--- src/design/rfpt_pkg.sv ---
// Shared constants for the remote frame PWM transmitter.
// No dependencies; used by the top level and its checker.
package rfpt_pkg;

  // configuration port
  localparam int CFG_W      = 13;
  localparam int CFG_IDX_W  = 2;
  localparam int REPEAT_W   = 4;

  localparam logic [CFG_IDX_W-1:0] REG_SHORT_US    = 2'd0;
  localparam logic [CFG_IDX_W-1:0] REG_LONG_US     = 2'd1;
  localparam logic [CFG_IDX_W-1:0] REG_SYNC_US     = 2'd2;
  localparam logic [CFG_IDX_W-1:0] REG_REPEAT_CNT  = 2'd3;

  localparam logic [CFG_W-1:0]    SHORT_US_RST     = 13'd290;
  localparam logic [CFG_W-1:0]    LONG_US_RST      = 13'd860;
  localparam logic [CFG_W-1:0]    SYNC_US_RST      = 13'd4375;
  localparam logic [REPEAT_W-1:0] REPEAT_CNT_RST   = 4'd5;

  // frame sections
  localparam int SEC_W = 3;
  localparam logic [SEC_W-1:0] SEC_IDLE       = 3'd0;
  localparam logic [SEC_W-1:0] SEC_PRE_CMD    = 3'd1;
  localparam logic [SEC_W-1:0] SEC_PRE_ID     = 3'd2;
  localparam logic [SEC_W-1:0] SEC_FIRST_SYNC = 3'd3;
  localparam logic [SEC_W-1:0] SEC_BLK_CMD    = 3'd4;
  localparam logic [SEC_W-1:0] SEC_BLK_ID     = 3'd5;
  localparam logic [SEC_W-1:0] SEC_BLK_SYNC   = 3'd6;

  // result word: line_level, busy_res, done_res from bit 0 up
  localparam int RES_W      = 3;
  localparam int OUT_TDATA_W = 8;
  localparam int RES_LINE   = 0;
  localparam int RES_BUSY   = 1;
  localparam int RES_DONE   = 2;

  typedef logic [RES_W-1:0] result_t;

endpackage

--- src/design/remote_frame_pwm_transmitter_unit.sv ---
// Remote frame PWM transmitter: on-off-keyed pulse-width remote code encoder.
// Depends on rfpt_pkg.
// Use:
//   Every request on the s_ side is either one microsecond tick (s_tuser = 0)
//   or a frame start (s_tuser = 1, s_tdata carries command and remote ID).
//   A start latches both words and sends the frame on the line level: command
//   without its first bit, full ID, sync, then repeat_count blocks of full
//   command, ID without its last bit, and a sync.  Drop a start that arrives
//   while a frame runs; it does not count as a tick.
//   Every request yields one result on the m_ side: line level, busy flag and
//   a done flag that is high on the tick the last half ends.
// Throughput:
//   One request per clock while s_tready is high.  The state update is one pass of short
//   logic; the result is registered at the edge that takes the request, in the output
//   register, or in the skid register while the output stalls.
// Stalls:
//   Output register plus skid register keep s_tready high while one result
//   waits on m_tready; s_tready drops only when both are full.
// Reset (rst, synchronous, active high):
//   Idle frame state, line low, empty output stage, timing registers at
//   290 / 860 / 4375 ticks and 5 repeats.  Take cfg_we writes at any edge.
module remote_frame_pwm_transmitter_unit #(
  parameter int CMD_BITS  = 16,
  parameter int ID_BITS   = 17,
  parameter int TIME_BITS = 13,
  localparam int S_TDATA_W = ((CMD_BITS + ID_BITS + 7) / 8) * 8
) (
  input  logic                           clk,
  input  logic                           rst,
  // configuration write port
  input  logic                           cfg_we,
  input  logic [rfpt_pkg::CFG_IDX_W-1:0] cfg_index,
  input  logic [rfpt_pkg::CFG_W-1:0]     cfg_data,
  // request stream
  input  logic                           s_tvalid,
  output logic                           s_tready,
  input  logic [S_TDATA_W-1:0]           s_tdata,  // command_code, remote_id, zero pad
  input  logic                           s_tuser,  // func: 0 tick, 1 start
  // result stream
  output logic                           m_tvalid,
  input  logic                           m_tready,
  output logic [rfpt_pkg::OUT_TDATA_W-1:0] m_tdata // line_level, busy_res, done_res, pad
);
  import rfpt_pkg::*;

  localparam int MAX_BITS = (CMD_BITS > ID_BITS) ? CMD_BITS : ID_BITS;
  localparam int IDX_W    = $clog2(MAX_BITS);

  // Turn a register value into a half duration; zero counts as one tick.
  function automatic logic [TIME_BITS-1:0] half_ticks(input logic [CFG_W-1:0] v);
    logic [TIME_BITS-1:0] t;
    t = TIME_BITS'(v);
    return (t == '0) ? TIME_BITS'(1) : t;
  endfunction

  // configuration registers
  logic [CFG_W-1:0]    short_us, long_us, sync_us;
  logic [REPEAT_W-1:0] repeat_count;

  // frame state
  logic [CMD_BITS-1:0]  latched_command, latched_command_next;
  logic [ID_BITS-1:0]   latched_identity, latched_identity_next;
  logic [SEC_W-1:0]     frame_section, frame_section_next;
  logic [IDX_W-1:0]     symbol_index, symbol_index_next;
  logic                 half_phase, half_phase_next;
  logic [TIME_BITS-1:0] time_left, time_left_next;
  logic [REPEAT_W-1:0]  blocks_sent, blocks_sent_next;
  logic                 pin_level, pin_level_next;
  logic                 done_next;

  // output stage
  logic    out_valid, skid_valid;
  result_t out_data, skid_data;
  result_t step_res;
  logic    accept;

  assign s_tready = !skid_valid;
  assign accept   = s_tvalid && s_tready;
  assign m_tvalid = out_valid;
  assign m_tdata  = OUT_TDATA_W'(out_data);

  // configuration writes
  always_ff @(posedge clk) begin
    if (rst) begin
      short_us     <= SHORT_US_RST;
      long_us      <= LONG_US_RST;
      sync_us      <= SYNC_US_RST;
      repeat_count <= REPEAT_CNT_RST;
    end else if (cfg_we) begin
      case (cfg_index)
        REG_SHORT_US:   short_us     <= cfg_data;
        REG_LONG_US:    long_us      <= cfg_data;
        REG_SYNC_US:    sync_us      <= cfg_data;
        REG_REPEAT_CNT: repeat_count <= cfg_data[REPEAT_W-1:0];
        default: ;
      endcase
    end
  end

  // Single pass: next frame state for one request.
  always_comb begin
    logic                 do_load;
    logic [SEC_W-1:0]     ld_sec;
    logic [IDX_W-1:0]     ld_idx;
    logic                 ld_phase;
    logic [CMD_BITS-1:0]  cmd_sh;
    logic [ID_BITS-1:0]   id_sh;
    logic                 sym_bit;
    logic                 sym_sync;
    logic [CFG_W-1:0]     dur_sel;
    logic [TIME_BITS-1:0] tl_dec;
    logic [REPEAT_W-1:0]  blk_inc;
    logic                 more;

    latched_command_next  = latched_command;
    latched_identity_next = latched_identity;
    frame_section_next    = frame_section;
    symbol_index_next     = symbol_index;
    half_phase_next       = half_phase;
    time_left_next        = time_left;
    blocks_sent_next      = blocks_sent;
    pin_level_next        = pin_level;
    done_next             = 1'b0;
    do_load               = 1'b0;
    more                  = 1'b1;
    tl_dec                = (time_left != '0) ? time_left - TIME_BITS'(1) : '0;
    blk_inc               = blocks_sent + REPEAT_W'(1);

    if (frame_section == SEC_IDLE) begin
      // start: latch words, first symbol is the command's second bit
      if (s_tuser) begin
        latched_command_next  = s_tdata[CMD_BITS-1:0];
        latched_identity_next = s_tdata[CMD_BITS +: ID_BITS];
        frame_section_next    = SEC_PRE_CMD;
        symbol_index_next     = IDX_W'(CMD_BITS - 2);
        blocks_sent_next      = '0;
        half_phase_next       = 1'b0;
        do_load               = 1'b1;
      end
    end else if (!s_tuser) begin
      time_left_next = tl_dec;
      if (tl_dec == '0) begin
        if (!half_phase) begin
          half_phase_next = 1'b1;
          do_load         = 1'b1;
        end else begin
          // advance to the next symbol
          case (frame_section)
            SEC_PRE_CMD, SEC_BLK_CMD: begin
              if (symbol_index != '0) begin
                symbol_index_next = symbol_index - IDX_W'(1);
              end else begin
                frame_section_next = (frame_section == SEC_PRE_CMD) ? SEC_PRE_ID : SEC_BLK_ID;
                symbol_index_next  = IDX_W'(ID_BITS - 1);
              end
            end
            SEC_PRE_ID: begin
              if (symbol_index != '0) begin
                symbol_index_next = symbol_index - IDX_W'(1);
              end else begin
                frame_section_next = SEC_FIRST_SYNC;
              end
            end
            SEC_BLK_ID: begin
              if (symbol_index > IDX_W'(1)) begin
                symbol_index_next = symbol_index - IDX_W'(1);
              end else begin
                frame_section_next = SEC_BLK_SYNC;
              end
            end
            SEC_FIRST_SYNC: begin
              blocks_sent_next = '0;
              if (repeat_count == '0) begin
                more = 1'b0;
              end else begin
                frame_section_next = SEC_BLK_CMD;
                symbol_index_next  = IDX_W'(CMD_BITS - 1);
              end
            end
            SEC_BLK_SYNC: begin
              blocks_sent_next = blk_inc;
              if (blk_inc >= repeat_count || blk_inc == '0) begin
                more = 1'b0;
              end else begin
                frame_section_next = SEC_BLK_CMD;
                symbol_index_next  = IDX_W'(CMD_BITS - 1);
              end
            end
            default: more = 1'b0;
          endcase

          if (more) begin
            half_phase_next = 1'b0;
            do_load         = 1'b1;
          end else begin
            // frame over: line low, drop busy, flag done
            frame_section_next = SEC_IDLE;
            symbol_index_next  = '0;
            half_phase_next    = 1'b0;
            time_left_next     = '0;
            pin_level_next     = 1'b0;
            done_next          = 1'b1;
          end
        end
      end
    end

    // load the duration and level of the half that begins now
    ld_sec   = frame_section_next;
    ld_idx   = symbol_index_next;
    ld_phase = half_phase_next;
    cmd_sh   = latched_command_next >> ld_idx;
    id_sh    = latched_identity_next >> ld_idx;
    sym_sync = 1'b0;
    case (ld_sec)
      SEC_PRE_CMD, SEC_BLK_CMD: sym_bit = cmd_sh[0];
      SEC_PRE_ID, SEC_BLK_ID:   sym_bit = id_sh[0];
      default: begin
        sym_bit  = 1'b0;
        sym_sync = 1'b1;
      end
    endcase
    if (!ld_phase) begin
      dur_sel = (!sym_sync && !sym_bit) ? long_us : short_us;
    end else if (sym_sync) begin
      dur_sel = sync_us;
    end else begin
      dur_sel = sym_bit ? long_us : short_us;
    end
    if (do_load) begin
      time_left_next = half_ticks(dur_sel);
      pin_level_next = !ld_phase;
    end
  end

  always_comb begin
    step_res           = '0;
    step_res[RES_LINE] = pin_level_next;
    step_res[RES_BUSY] = (frame_section_next != SEC_IDLE);
    step_res[RES_DONE] = done_next;
  end

  // commit the state on each request
  always_ff @(posedge clk) begin
    if (rst) begin
      frame_section <= SEC_IDLE;
      symbol_index  <= '0;
      half_phase    <= 1'b0;
      time_left     <= '0;
      blocks_sent   <= '0;
      pin_level     <= 1'b0;
      latched_command  <= '0;
      latched_identity <= '0;
    end else if (accept) begin
      frame_section    <= frame_section_next;
      symbol_index     <= symbol_index_next;
      half_phase       <= half_phase_next;
      time_left        <= time_left_next;
      blocks_sent      <= blocks_sent_next;
      pin_level        <= pin_level_next;
      latched_command  <= latched_command_next;
      latched_identity <= latched_identity_next;
    end
  end

  // output register plus skid entry
  always_ff @(posedge clk) begin
    if (rst) begin
      out_valid  <= 1'b0;
      skid_valid <= 1'b0;
    end else if (!out_valid || m_tready) begin
      out_valid  <= skid_valid || accept;
      skid_valid <= 1'b0;
    end else if (accept) begin
      skid_valid <= 1'b1;
    end
  end

  always_ff @(posedge clk) begin
    if (!out_valid || m_tready) begin
      out_data <= skid_valid ? skid_data : step_res;
    end else if (accept) begin
      skid_data <= step_res;
    end
  end

endmodule

--- config.mk ---
export PLATFORM = sky130hd
export DESIGN_NAME = remote_frame_pwm_transmitter_unit
export DESIGN_NICKNAME = d
export VERILOG_FILES = /design/src/design/rfpt_pkg.sv /design/src/design/remote_frame_pwm_transmitter_unit.sv
export SDC_FILE = /design/constraint.sdc
export NUM_CORES = 1
export LEC_CHECK = 0
export BUFFER_PORTS_ARGS = -buffer_cell sky130_fd_sc_hd__buf_2
export CORE_MARGIN = 5
export CORE_UTILIZATION = 33
export DETAILED_ROUTE_END_ITERATION = 16
export PLACE_DENSITY_LB_ADDON = 0.25
export SETUP_SLACK_MARGIN = 0.4
export SYNTH_ARGS = -nofsm -noshare
export SYNTH_HDL_FRONTEND = slang
export SYNTH_SLANG_ARGS = --single-unit
--- constraint.sdc ---
create_clock -name clk -period 7.2 [get_ports clk]
set_input_delay 0 -clock clk [delete_from_list [all_inputs] [get_ports clk]]
set_output_delay 0 -clock clk [all_outputs]
set_load 0.01 [all_outputs]
# Word level (Yosys, flattened, before mapping)
# Index checks and enable logic that the tools add are counted.
[totals]
register_bits = 111
input_bits = 61
out_inout_bits = 10
wordCells = 153
[classes]
n_addsub = 3
n_lt_le_gt_ge = 2
n_eq_ne = 17
shift = 2
mux = 78
bitwise = 1
n_reduce_logical = 34
[op_table]
columns = ["operator", "count"]
rows = [
  ["$mux 13", 12],
  ["$mux 5", 11],
  ["$mux 3", 13],
  ["$mux 17", 2],
  ["$mux 16", 2],
  ["$mux 1", 28],
  ["$logic_not 13->1", 2],
  ["$pmux 5 s5", 1],
  ["$mux 4", 5],
  ["$shr 17x5->1", 1],
  ["$shr 16x5->1", 1],
  ["$eq 3x3->1 const B", 5],
  ["$pmux 3 s5", 1],
  ["$reduce_bool 13->1", 1],
  ["$sub 13x1->13 const B", 1],
  ["$reduce_and 2->1", 5],
  ["$eq 3x2->1 const B", 3],
  ["$logic_not 4->1", 2],
  ["$pmux 4 s2", 1],
  ["$reduce_or 2->1", 4],
  ["$reduce_or 4->1", 2],
  ["$eq 3x1->1 const B", 2],
  ["$ne 2x1->1 const B", 3],
  ["$reduce_and 6->1", 1],
  ["other kinds (19)", 28],
]

# Depth between registers and ports, before layout
# Gate-level depths: netlist of the first run.
[logic_depth]
word_depth = 24
mapped_depth = 22
depth_no_buf = 20

# Least setup slack after synthesis of the first run
# OpenSTA, ideal clock, no wires.
[synth_path]
kind = "register to register"
startpoint = "register blocks_sent[0]"
endpoint = "register time_left[0]"
setup_ns = 0.069
t_arrival_ns = 4.520
path_slack_ns = 2.611
path_stages_with_launch = 20
path_buffers = 1
period_less_slack_ns = 4.589
path_cell_list = "dfxtp_1 > ha_1 > ha_1 > a21oi_1 > maj3_1 > o221ai_1 > nand2_1 > a2111o_1 > and2_1 > buf_2 > o311ai_1 > o22ai_1 > or4b_1 > o21a_1 > a211o_1 > xnor2_1 > nor2b_1 > o21ai_1 > nand4b_1 > o21ai_1"
[synth_via]
elab_chain_cells = 24
[synth_lines]
columns = ["element", "line", "rtl"]
rows = [
  ["start: declaration", "remote_frame_pwm_transmitter_unit.sv:67", "logic [REPEAT_W-1:0] blocks_sent, blocks_sent_next;"],
  ["start signal: assignment", "remote_frame_pwm_transmitter_unit.sv:259", "blocks_sent <= blocks_sent_next;"],
  ["$add 4x1->4 (*)", "remote_frame_pwm_transmitter_unit.sv:127", "blk_inc = blocks_sent + REPEAT_W'(1);"],
  ["$ge 4x4->1 or $logic_not 4->1 (tied branches)", "remote_frame_pwm_transmitter_unit.sv:182", "if (blk_inc >= repeat_count || blk_inc == '0) begin"],
  ["$logic_or 1x1->1 (*)", "remote_frame_pwm_transmitter_unit.sv:182", ""],
  ["parallel branches: the longest is 21 deep, another holds $shr 17x5->1", "-", ""],
  ["end signal: assignment", "remote_frame_pwm_transmitter_unit.sv:258", "time_left <= time_left_next;"],
  ["end: declaration", "remote_frame_pwm_transmitter_unit.sv:66", "logic [TIME_BITS-1:0] time_left, time_left_next;"],
]
# Mark *: on every way between the ends. The select of a mux whose other input is x is not followed.
# A chain may end at the register's enable or synchronous reset.

# Final worst setup path of the first run
[layout_path]
startpoint = "register blocks_sent[0]"
endpoint = "register time_left[4]"
# Same word-level chain as after synthesis.

==> impl_metrics.yaml, run 1 <==
pwr:
  intPower_mw: 1.11
  p_per_area_nw_per_um2: 219
  p_sw_mw: 0.562
  combPwrFrac: 0.273
  swShare: 0.336
  seq_power_share: 0.412
  peakVddDrop_mv: 0.119
  pwr-share-clk: 0.316
  p_leak_nw: 2.87
cts:
  cts_buffers: 9
  root_buffer: "clkbuf_16"
  cts.clk_slew.worst_paths_ns: 0.07
  cts-resized-gates: 0
  cts_setup_buffers: 0
  clkSinkCount: 111
  cts_max_level: 3
  cts.path.max_buffers: 2
  clk-insertion-delay-late_ns: 0.36
  postCtsHoldBufs: 47
  cts_tree: "done"
synthesis:
  synthArstFlopShare: 0
  synthSimpleGateAreaFrac: 0.282
  netlist_instances: 840
  synth_top_family_by_area: "simple AND/OR/NAND/NOR gates"
  yosysWarnings: 0
  synth_fa_ha_area_frac: 0.0173
  synth-edff-count: 6
  synth.avg_cell_area_sq_um: 7.58
  synth.area.mux_share: 0.0440
  netlist_area_sq_um: 6370
  synth-main-ff-cell: "dfxtp_1"
  ys_ff_latch: 111
  yosysSeqAreaShare: 0.358
  synth_xor_area_frac: 0.0124
  synth_cell_types: 88
  synth_compound_area_frac: 0.243
placed_design:
  place_ws_ns: 1.56
  gp_congestion: 0.927
  post-dp-hpwl_mm: 12.7
  port_buffers: 58
min_path:
  hp-class: "primary input to flip-flop"
die:
  num_rows: 50
  fp.dieH_microns: 149
  dieWidth_microns: 149
  design.core.area_sq_um: 18800
  start_util: 0.338
  ios: 71
  design.die.area_sq_um: 22200
drt:
  drcViolationCount: 0
  drt_iter0_markers: 526
  vias: 6222
  drt_pass1_iterations: 5
  wire_per_inst_microns: 15.4
  viasPerCell: 5.26
  detail-route-antenna-nets: 0
  drt_wl_total_mm: 18.3
sta:
  max_freq_ghz: 0.173
  finalSetupViolations: 0
  slew_headroom: 0.247
  setup_ws_ns: 1.42
  hold_viol: 0
  fin_setup_tns_ns: 0
  slew_violations: 0
  fin_crit_ns: 5.78
  post-route-period-util: 0.803
  worst_slew_pin_slew_ns: 1.13
  rsz0062_at_grt: "false"
  finalClockSkew_ns: 0.0109
cells_and_area:
  drive_above_1_share: 0.126
  mostFrequentLayoutCells: "nand2_1 (209), a21oi_1 (109), dfxtp_1 (105), buf_2 (57), nor2_1 (52)"
  syn_to_final_growth_pct: 19.8
  n_fill_cell: 1946
  multi_input_area_sq_um: 3830
  fin_nets: 988
  seq_area_sq_um: 2280
  utilization: 0.405
  antenna_cells: 0
  layout_commonest_cell: "nand2_1"
job:
  maxCapViolations: 0
status:
  outcome: "finished clean"
grt:
  overflow: 0
  grt_use_total: 0.164
  antenna_found_initial: 0
  grt_pass1_vias: 5883
  grt_max_degree: 106
  grt_first_pass_wirelength_mm: 30.1
setup_path:
  crit_top_cell: "nor3_1"
  crit_path_top_delay_cell: "o221ai_1"
  cp_data_required_time_ns: 7.39
  worstSetupPathType: "flip-flop to flip-flop"
  cp-start-kind: "flip-flop"
  cp.arrival_ns: 5.97
  critPathMaxStageDelay_ns: 0.57
  crit_fanout: 7
  crit_chain: "ha_1 > ha_1 > a21oi_1 > maj3_1 > o221ai_1 > nand2_1 > a2111o_1 > and2_1 > o311ai_1 > o22ai_1 > or4b_1 > o21a_1 > a211o_1 > xnor2_1 > nor2b_1 > nor3_1 > nor3_1 > nor3_1"
  crit_path_end_kind: "flip-flop"
-- path summary, 6_finish.rpt --
check                           start                   to  slack [ns]  cells after the start
setup / recovery       blocks_sent[0]         time_left[4]        1.42                     18
hold / removal               m_tready           skid_valid        0.09                      3
setup reg to reg       blocks_sent[0]         time_left[4]        1.42                     18
hold reg to reg   latched_identity[5]  latched_identity[5]        0.46                      2
-- power groups by stage --
stage               combinational (mW)  clock, mW  sequential [mW]
floorplan                        0.331          0            0.691
global placement                 0.432          0            0.704
detailed placement               0.432          0            0.703
CTS                              0.455      0.542            0.688
global route                     0.506      0.561            0.695
finish                           0.457      0.528            0.689
-- layer usage --
metal  vias up  track usage  part of all wire
li1       3156            -                 -
met1      2870        0.240              0.49
met2       177        0.255              0.44
met3        19       0.0201             0.050
met4         0       0.0449             0.013
met5         -            0                 0
-- cell type report --
| type | instances | share of cell area |
|---|---|---|
| repair buffers | 110 | 0.105 |
| inverters | 21 | 0.0103 |
| multi-input cells | 666 | 0.502 |
| clock inverters | 7 | 0.0111 |
| flip-flops and latches | 111 | 0.299 |
| well taps | 260 | 0.0426 |
| clock buffers | 9 | 0.0295 |
-- sequential cells by signal, indices dropped and copies added, names as in the netlist, 3 cells and up --
signal / cells
latched_identity: 17
latched_command: 16
long_us: 13
short_us: 13
sync_us: 13
time_left: 13
symbol_index: 5
blocks_sent: 4
repeat_count: 4
frame_section: 3
out_data: 3
skid_data: 3
-- worst max-delay path, delay by kind of cell, from the launching register on --
kind / cells / cell delay [ns]
AOI/OAI and AO/OA: 7 / 1.91
xor gates and xnor gates: 1 / 0.52
and+or+nand+nor: 7 / 1.85
DFF: 1 / 0.43
adders and majority gates: 3 / 0.90
-- synth_stat cells (4+ instances only) --
cell / number / area (sq um)
nand2_1: 209 / 785
a21oi_1: 109 / 546
dfxtp_1: 105 / 2100
nor2_1: 53 / 199
clkbuf_1: 36 / 135
o21ai_0: 29 / 145
inv_1: 20 / 75.1
nand3b_1: 19 / 143
nor3_1: 17 / 85.1
mux2i_1: 13 / 130
a211oi_1: 12 / 90.1
and3_1: 12 / 75.1
nand2b_1: 9 / 56.3
o221ai_1: 9 / 78.8
ha_1: 8 / 100
mux2_2: 8 / 90.1
nor4_1: 8 / 50.1
o22ai_1: 8 / 50.1
or3_1: 8 / 50.1
nand3_1: 7 / 35.0
xnor2_1: 7 / 61.3
a211o_1: 6 / 52.6
edfxtp_1: 6 / 180
a31oi_1: 5 / 31.3
buf_4: 5 / 37.5
nor2b_1: 5 / 31.3
o211ai_1: 5 / 37.5
o21ai_1: 5 / 25.0
a221oi_1: 4 / 35.0
and2_1: 4 / 25.0
buf_1: 4 / 15.0
o22a_1: 4 / 35.0
o32ai_1: 4 / 35.0
-- kinds of logic after synthesis --
kind of cell / count (synthesis)
simple gates: 379
compound gates: 240
flops: 111
buf+inv: 67
mux: 24
fa+ha+maj: 9
xor+xnor: 9
other cells: 1
-- per-stage QoR --
| stage | power (mW) | std cells | hold slack [ns] | cell area, sq um |
|---|---|---|---|---|
| 3_3_place_gp | 1.14 | 1121 | 0.241 | 6850 |
| 2_1_floorplan | 1.02 | 844 | 0.121 | 6380 |
| 5_1_grt | 1.76 | 1184 | 0.132 | 7630 |
| 4_1_cts | 1.69 | 1184 | 0.0881 | 7630 |
| 6_report | 1.67 | 1184 | 0.0866 | 7630 |
| 3_5_place_dp | 1.14 | 1121 | 0.249 | 6850 |
Power figures use the tool's default switching activity.
==> inputs of run 2 (changes only) <==
ABC_AREA = 1   (was default)
clock period = 4.8 ns   (was 7.2 ns; I/O delays follow)
==> run 2 against run 1 <==
Compared with the run above: worst hold slack got worse by 0.071 ns; sequential share of layout area down 2.9 points; final cell count up 26%; global-route usage up 0.12 points; setup slack got worse by 0.62 ns; clock skew decreased by 0.0035 ns; maximum frequency is 45% higher; total power up 68%; critical endpoint is now time_left[0]; largest cell class unchanged; largest power group is now combinational cells.
==> impl_metrics.yaml, run 2 <==
drt:
  drt_pass1_iterations: 5
  drt_iter0_markers: 513
  detail-route-antenna-nets: 0
  vias: 7568
  drt_wl_total_mm: 20.9
  wire_per_inst_microns: 14.1
  viasPerCell: 5.09
  wl_met1_mm: 10.0
  maxUsedRoutingLayer: "met4"
  dr_wl_met2_mm: 9.75
  drcViolationCount: 0
  wl_met3_microns: 844
synthesis:
  yosysSeqAreaShare: 0.320
  synth_top_family_by_area: "simple AND/OR/NAND/NOR gates"
  yosysTopAreaCell: "dfxtp_1"
  synth_fa_ha_area_frac: 0.0140
  synth-edff-count: 6
  synthArstFlopShare: 0
  synth_area_leaders: "dfxtp_1 (29%), nand2_1 (13%), nand3_1 (10%)"
  synth.area.mux_share: 0.00842
  synth_commonest_cells: "nand2_1 (246), inv_1 (151), nand3_1 (143)"
  netlist_area_sq_um: 7140
  synth_top_area_frac: 0.295
  post-synth-top-count-cell: "nand2_1"
  ys_ff_latch: 111
  synth_cell_types: 45
  synth-main-ff-cell: "dfxtp_1"
  synth.avg_cell_area_sq_um: 6.28
  yosysWarnings: 0
  synthSimpleGateAreaFrac: 0.354
  synth_compound_area_frac: 0.178
  synth_xor_area_frac: 0.00368
  netlist_instances: 1137
cells_and_area:
  top_regs: "latched_identity x17, latched_command x16"
  seq_area_sq_um: 2290
  stdcell_count: 1487
  mostFrequentLayoutCells: "nand2_1 (237), inv_1 (149), nand3_1 (142), o21ai_0 (119), dfxtp_1 (102)"
  drive_above_1_share: 0.141
  layout_commonest_cell: "nand2_1"
  n_fill_cell: 2263
  fin_nets: 1276
  multi_input_area_sq_um: 4210
  syn_to_final_growth_pct: 18.6
  largest_register_ffs: 17
  antenna_cells: 0
  regMostFlops: "latched_identity"
die:
  design.die.area_sq_um: 24700
  num_rows: 53
  design.core.area_sq_um: 21200
  ios: 71
  start_util: 0.337
  dieWidth_microns: 157
  fp.dieH_microns: 157
cts:
  cts_max_level: 3
  cts.clk_slew.worst_paths_ns: 0.07
  root_buffer: "clkbuf_16"
  cts.path.max_buffers: 2
  cts_buffers: 9
  clkSinkCount: 111
  cts_tree: "done"
  clk-insertion-delay-late_ns: 0.36
job:
  maxCapViolations: 0
setup_path:
  cp-start-kind: "flip-flop"
  worstSetupPathType: "flip-flop to flip-flop"
  crit_fanout: 16
  critPathMaxStageDelay_ns: 0.38
  cp_data_required_time_ns: 5.10
  cp.arrival_ns: 4.30
  regToRegSetupSlack_ns: 0.80
  r2r_start: "blocks_sent[1]"
  ff2ff_path_depth: 34
  crit_top_cell: "nand2_1"
  crit_path_top_delay_cell: "dfxtp_1"
  crit_path_end_kind: "flip-flop"
  r2r_end: "time_left[0]"
sta:
  slew_violations: 0
  setup_ws_ns: 0.803
  finalSetupViolations: 0
  rsz0062_at_grt: "false"
  slew_headroom: 0.480
  fin_crit_ns: 4.00
  finalClockSkew_ns: 0.00737
  worst_slew_pin_slew_ns: 0.760
  hold_viol: 0
  post-route-period-util: 0.833
  max_freq_ghz: 0.250
  fin_setup_tns_ns: 0
pwr:
  peakVddDrop_mv: 0.183
  p_per_area_nw_per_um2: 332
  p_leak_nw: 4.03
min_path:
  hp-class: "primary input to flip-flop"
  hold_depth: 5
  whs_endpoint: "latched_command[8]"
  hold_start: "s_tdata[8]"
grt:
  antenna_found_initial: 0
  grt_use_total: 0.165
  grt_first_pass_wirelength_mm: 33.7
  overflow: 0
  grt_max_degree: 66
  grt_pass1_vias: 6734
placed_design:
  dp.cells: 1433
  post-dp-hpwl_mm: 14.3
  port_buffers: 58
  place_ws_ns: 0.331
  gp_congestion: 0.856
status:
  outcome: "finished clean"
[run 2: where the power goes]
| group | internal, mW | switching [mW] | total, mW | leakage (nW) |
|---|---|---|---|---|
| combinational | 0.379 | 0.680 | 1.06 | 2.98 |
| clock | 0.347 | 0.350 | 0.698 | 0.126 |
| sequential | 0.998 | 0.0516 | 1.05 | 0.925 |
| total | 1.72 | 1.08 | 2.81 | 4.03 |
[run 2: critical path: cells and delay by family, from the launching register on]
kind,cells,cell delay (ns)
AO/OA/AOI/OAI,3,0.37
flip-flops,1,0.38
adder cells (fa/ha/maj),2,0.54
buffers and inverters,1,0.15
AND/OR/NAND/NOR,28,2.45
[run 2: worst max path at each step]
stage                                from           end  slack, ns  cells past startpoint
after global placement       time_left[0]  time_left[0]       0.39                     33
after CTS                 symbol_index[1]  time_left[0]       0.41                     31
after global routing       blocks_sent[1]  time_left[0]       0.39                     34
after floorplan           symbol_index[0]  time_left[0]       1.14                     31
final                      blocks_sent[1]  time_left[0]       0.80                     34
after detailed placement     time_left[0]  time_left[0]       0.33                     34
[run 2: repair_timing]
item | CTS | global route
hold buffers | 14 | 0
setup endpoints to repair | 1 | 13
endpoints found under the hold margin | 41 | 0
resized for setup | 2 | 40
setup buffers | 2 | 17
gates cloned | 1 | 4
pin swaps | 2 | 9
[run 2: routing by layer]
metal	global-route usage	vias to the layer above
li1	-	3884
met4	0.0615	0
met1	0.235	3473
met3	0.0146	25
met2	0.262	186
met5	0	-
[run 2: cell families (layout without fill, tap and decap cells)]
| group | Yosys count | count (layout) |
|---|---|---|
| AOI/OAI and AO/OA | 232 | 232 |
| DFF | 111 | 111 |
| and+or+nand+nor | 561 | 565 |
| other | 1 | 5 |
| xor gates and xnor gates | 3 | 3 |
| buffers and inverters | 215 | 282 |
| muxes | 6 | 6 |
| adders and majority gates | 8 | 8 |
[run 2: area by class of cell]
type	instances	share of cell area
clock buffer	9	0.0266
timing repair buffer	111	0.0914
inverter	155	0.0687
sequential	111	0.270
clock inverter	7	0.00473
multi-input combinational	819	0.498
tap	275	0.0407
[run 2: through the flow]
step / area (sq um) / util / hold WS, ns / total power, mW
3_5_place_dp: 7660 / 0.362 / 0.251 / 1.97
6_report: 8460 / 0.400 / 0.0157 / 2.81
4_1_cts: 8100 / 0.383 / 0.00604 / 2.71
3_3_place_gp: 7660 / 0.362 / 0.248 / 1.96
5_1_grt: 8460 / 0.400 / 0.0293 / 3.01
2_1_floorplan: 7150 / - / 0.126 / 1.76
==> inputs of run 3 (changes only) <==
ABC_AREA = 0   (was 1)
clock period = 4.01 ns   (was 4.8 ns; I/O delays follow)
==> run 3 against run 2 <==
Compared with the run above: the flow now finishes with violations (negative setup slack); final area up 9.4%; die area decreased by 10%; maximum frequency decreased by 13%; sequential cell count stayed put; clock power grew 31%; largest cell class unchanged.
==> impl_metrics.yaml, run 3 (synthesized netlist as in run 1, its figures left out) <==
cells_and_area:
  regMostFlops: "latched_identity"
  antenna_cells: 0
  fin_area_sq_um: 9260
  syn_to_final_growth_pct: 45.4
  top_regs: "latched_identity x17, latched_command x16"
  largest_register_ffs: 17
  layout_commonest_cell: "nand2_1"
  fin_nets: 1133
  mostFrequentLayoutCells: "nand2_1 (206), buf_4 (144), a21oi_1 (103), dfxtp_1 (100), buf_2 (57)"
  n_fill_cell: 1841
  drive_above_1_share: 0.309
  stdcell_count: 1329
setup_path:
  crit_top_cell: "o21ai_1"
  cp.arrival_ns: 4.91
  cp-start-kind: "flip-flop"
  worstSetupPathType: "flip-flop to flip-flop"
  crit_path_end_kind: "flip-flop"
  crit_path_top_delay_cell: "or4_4"
  crit_chain: "or4_4 > o21ai_2 > nand4_4 > nor4_4 > o21ai_4 > o22a_4 > buf_4 > o21ai_1 > o31a_1 > o22ai_1 > o31ai_1 > o21a_4 > a21oi_4 > buf_12 > mux2i_4 > a221oi_2 > and4b_1 > nand4_1 > o21ai_1"
  cp_data_required_time_ns: 4.30
  critPathMaxStageDelay_ns: 0.55
  crit_fanout: 5
cts:
  root_buffer: "clkbuf_16"
  clkSinkCount: 111
  cts_max_level: 3
  cts_buffers: 9
  clk-insertion-delay-late_ns: 0.37
  cts.path.max_buffers: 2
  cts.clk_slew.worst_paths_ns: 0.08
  cts_tree: "done"
placed_design:
  gp_congestion: 0.937
  postPlaceCellArea_sq_um: 7970
  place_ws_ns: -0.749
  port_buffers: 58
  post-dp-hpwl_mm: 15.2
  dp.cells: 1255
pwr:
  p_per_area_nw_per_um2: 370
  power.total_mw: 3.43
  p_leak_nw: 3.68
  peakVddDrop_mv: 0.194
grt:
  grt_pass1_vias: 6616
  antenna_found_initial: 0
  overflow: 0
  grt_use_total: 0.191
  grt_first_pass_wirelength_mm: 34.5
  grt_max_degree: 56
drt:
  drt_pass1_iterations: 6
  drt_iter0_markers: 505
  vias: 6961
  viasPerCell: 5.24
  wire_per_inst_microns: 16.1
  drt_wl_total_mm: 21.4
  detail-route-antenna-nets: 0
  drcViolationCount: 0
sta:
  max_freq_ghz: 0.216
  finalClockSkew_ns: 0.00829
  setup_ws_ns: -0.609
  fin_crit_ns: 4.62
  fin_setup_tns_ns: -7.26
  worst_slew_pin_slew_ns: 1.12
  hold_viol: 0
  slew_violations: 0
  rsz0062_at_grt: "true"
  post-route-period-util: 1.15
  finalSetupViolations: 13
  slew_headroom: 0.251
die:
  num_rows: 50
  fp.dieH_microns: 149
  dieWidth_microns: 149
  design.die.area_sq_um: 22200
  ios: 71
  design.core.area_sq_um: 18800
  start_util: 0.338
status:
  violations: "negative setup slack"
  outcome: "finished with violations"
min_path:
  hp-class: "primary input to flip-flop"
job:
  maxCapViolations: 0
## run 3: cell count changes in the layout (fill, tap and decap cells not counted), moves of 32 or more
cell and change:
dlygate4sd3_1 +33, o21ai_0 -93, nand3_1 -137, nor2_1 -50, inv_1 -131, buf_4 +109
a21oi_1 +32
## run 3: what timing repair did
action                     4_1_cts  5_1_grt
pin swaps                       32       28
hold endpoints to repair        76        0
hold buffers                    47        0
setup endpoints to repair       13       14
gates resized for setup         46       30
setup buffers                    8        3
## run 3: critical path: cells and delay by family, from the launching register on
| family | cells | cell delay (ns) |
|---|---|---|
| compound gates | 11 | 2.24 |
| buf+inv | 2 | 0.29 |
| flops | 1 | 0.36 |
| mux | 1 | 0.21 |
| simple gates | 5 | 1.44 |
## run 3: final timing paths
kind	start	endpoint	slack (ns)	cells after the start
worst max-delay path	time_left[1]	time_left[0]	-0.61	19
worst min register to register	latched_identity[16]	latched_identity[16]	0.46	2
worst max register to register	time_left[1]	time_left[0]	-0.61	19
worst min-delay path	m_tready	skid_valid	0.09	3
## run 3: per-layer routing
metal  up-vias  track usage  wire [microns]  share of wire
met5         -            0               0              0
met3        25       0.0322             907          0.042
met1      3309        0.273           10300           0.48
met4         0       0.0531             326          0.015
li1       3451            -               -              -
met2       176        0.297            9870           0.46
## run 3: through the flow
stage	hold slack [ns]	utilization
after floorplan	0.121	-
after global placement	0.245	0.423
after detailed placement	0.253	0.423
after CTS	0.0958	0.481
after global routing	0.120	0.492
final	0.0913	0.492
## run 3: where the power goes
part / total (mW) / switching (mW) / internal [mW]
Clock: 0.915 / 0.471 / 0.443
Sequential: 1.23 / 0.0542 / 1.18
Combinational: 1.28 / 0.665 / 0.615
## run 3: cell type report
type | instances | area (sq um) | area share
Clock buffer | 9 | 225 | 0.0243
Sequential cell | 111 | 2290 | 0.248
Clock inverter | 7 | 75.1 | 0.00811
Inverter | 21 | 78.8 | 0.00851
Timing Repair Buffer | 255 | 1930 | 0.209
Tap cell | 260 | 325 | 0.0351
Multi-Input combinational cell | 666 | 4330 | 0.468
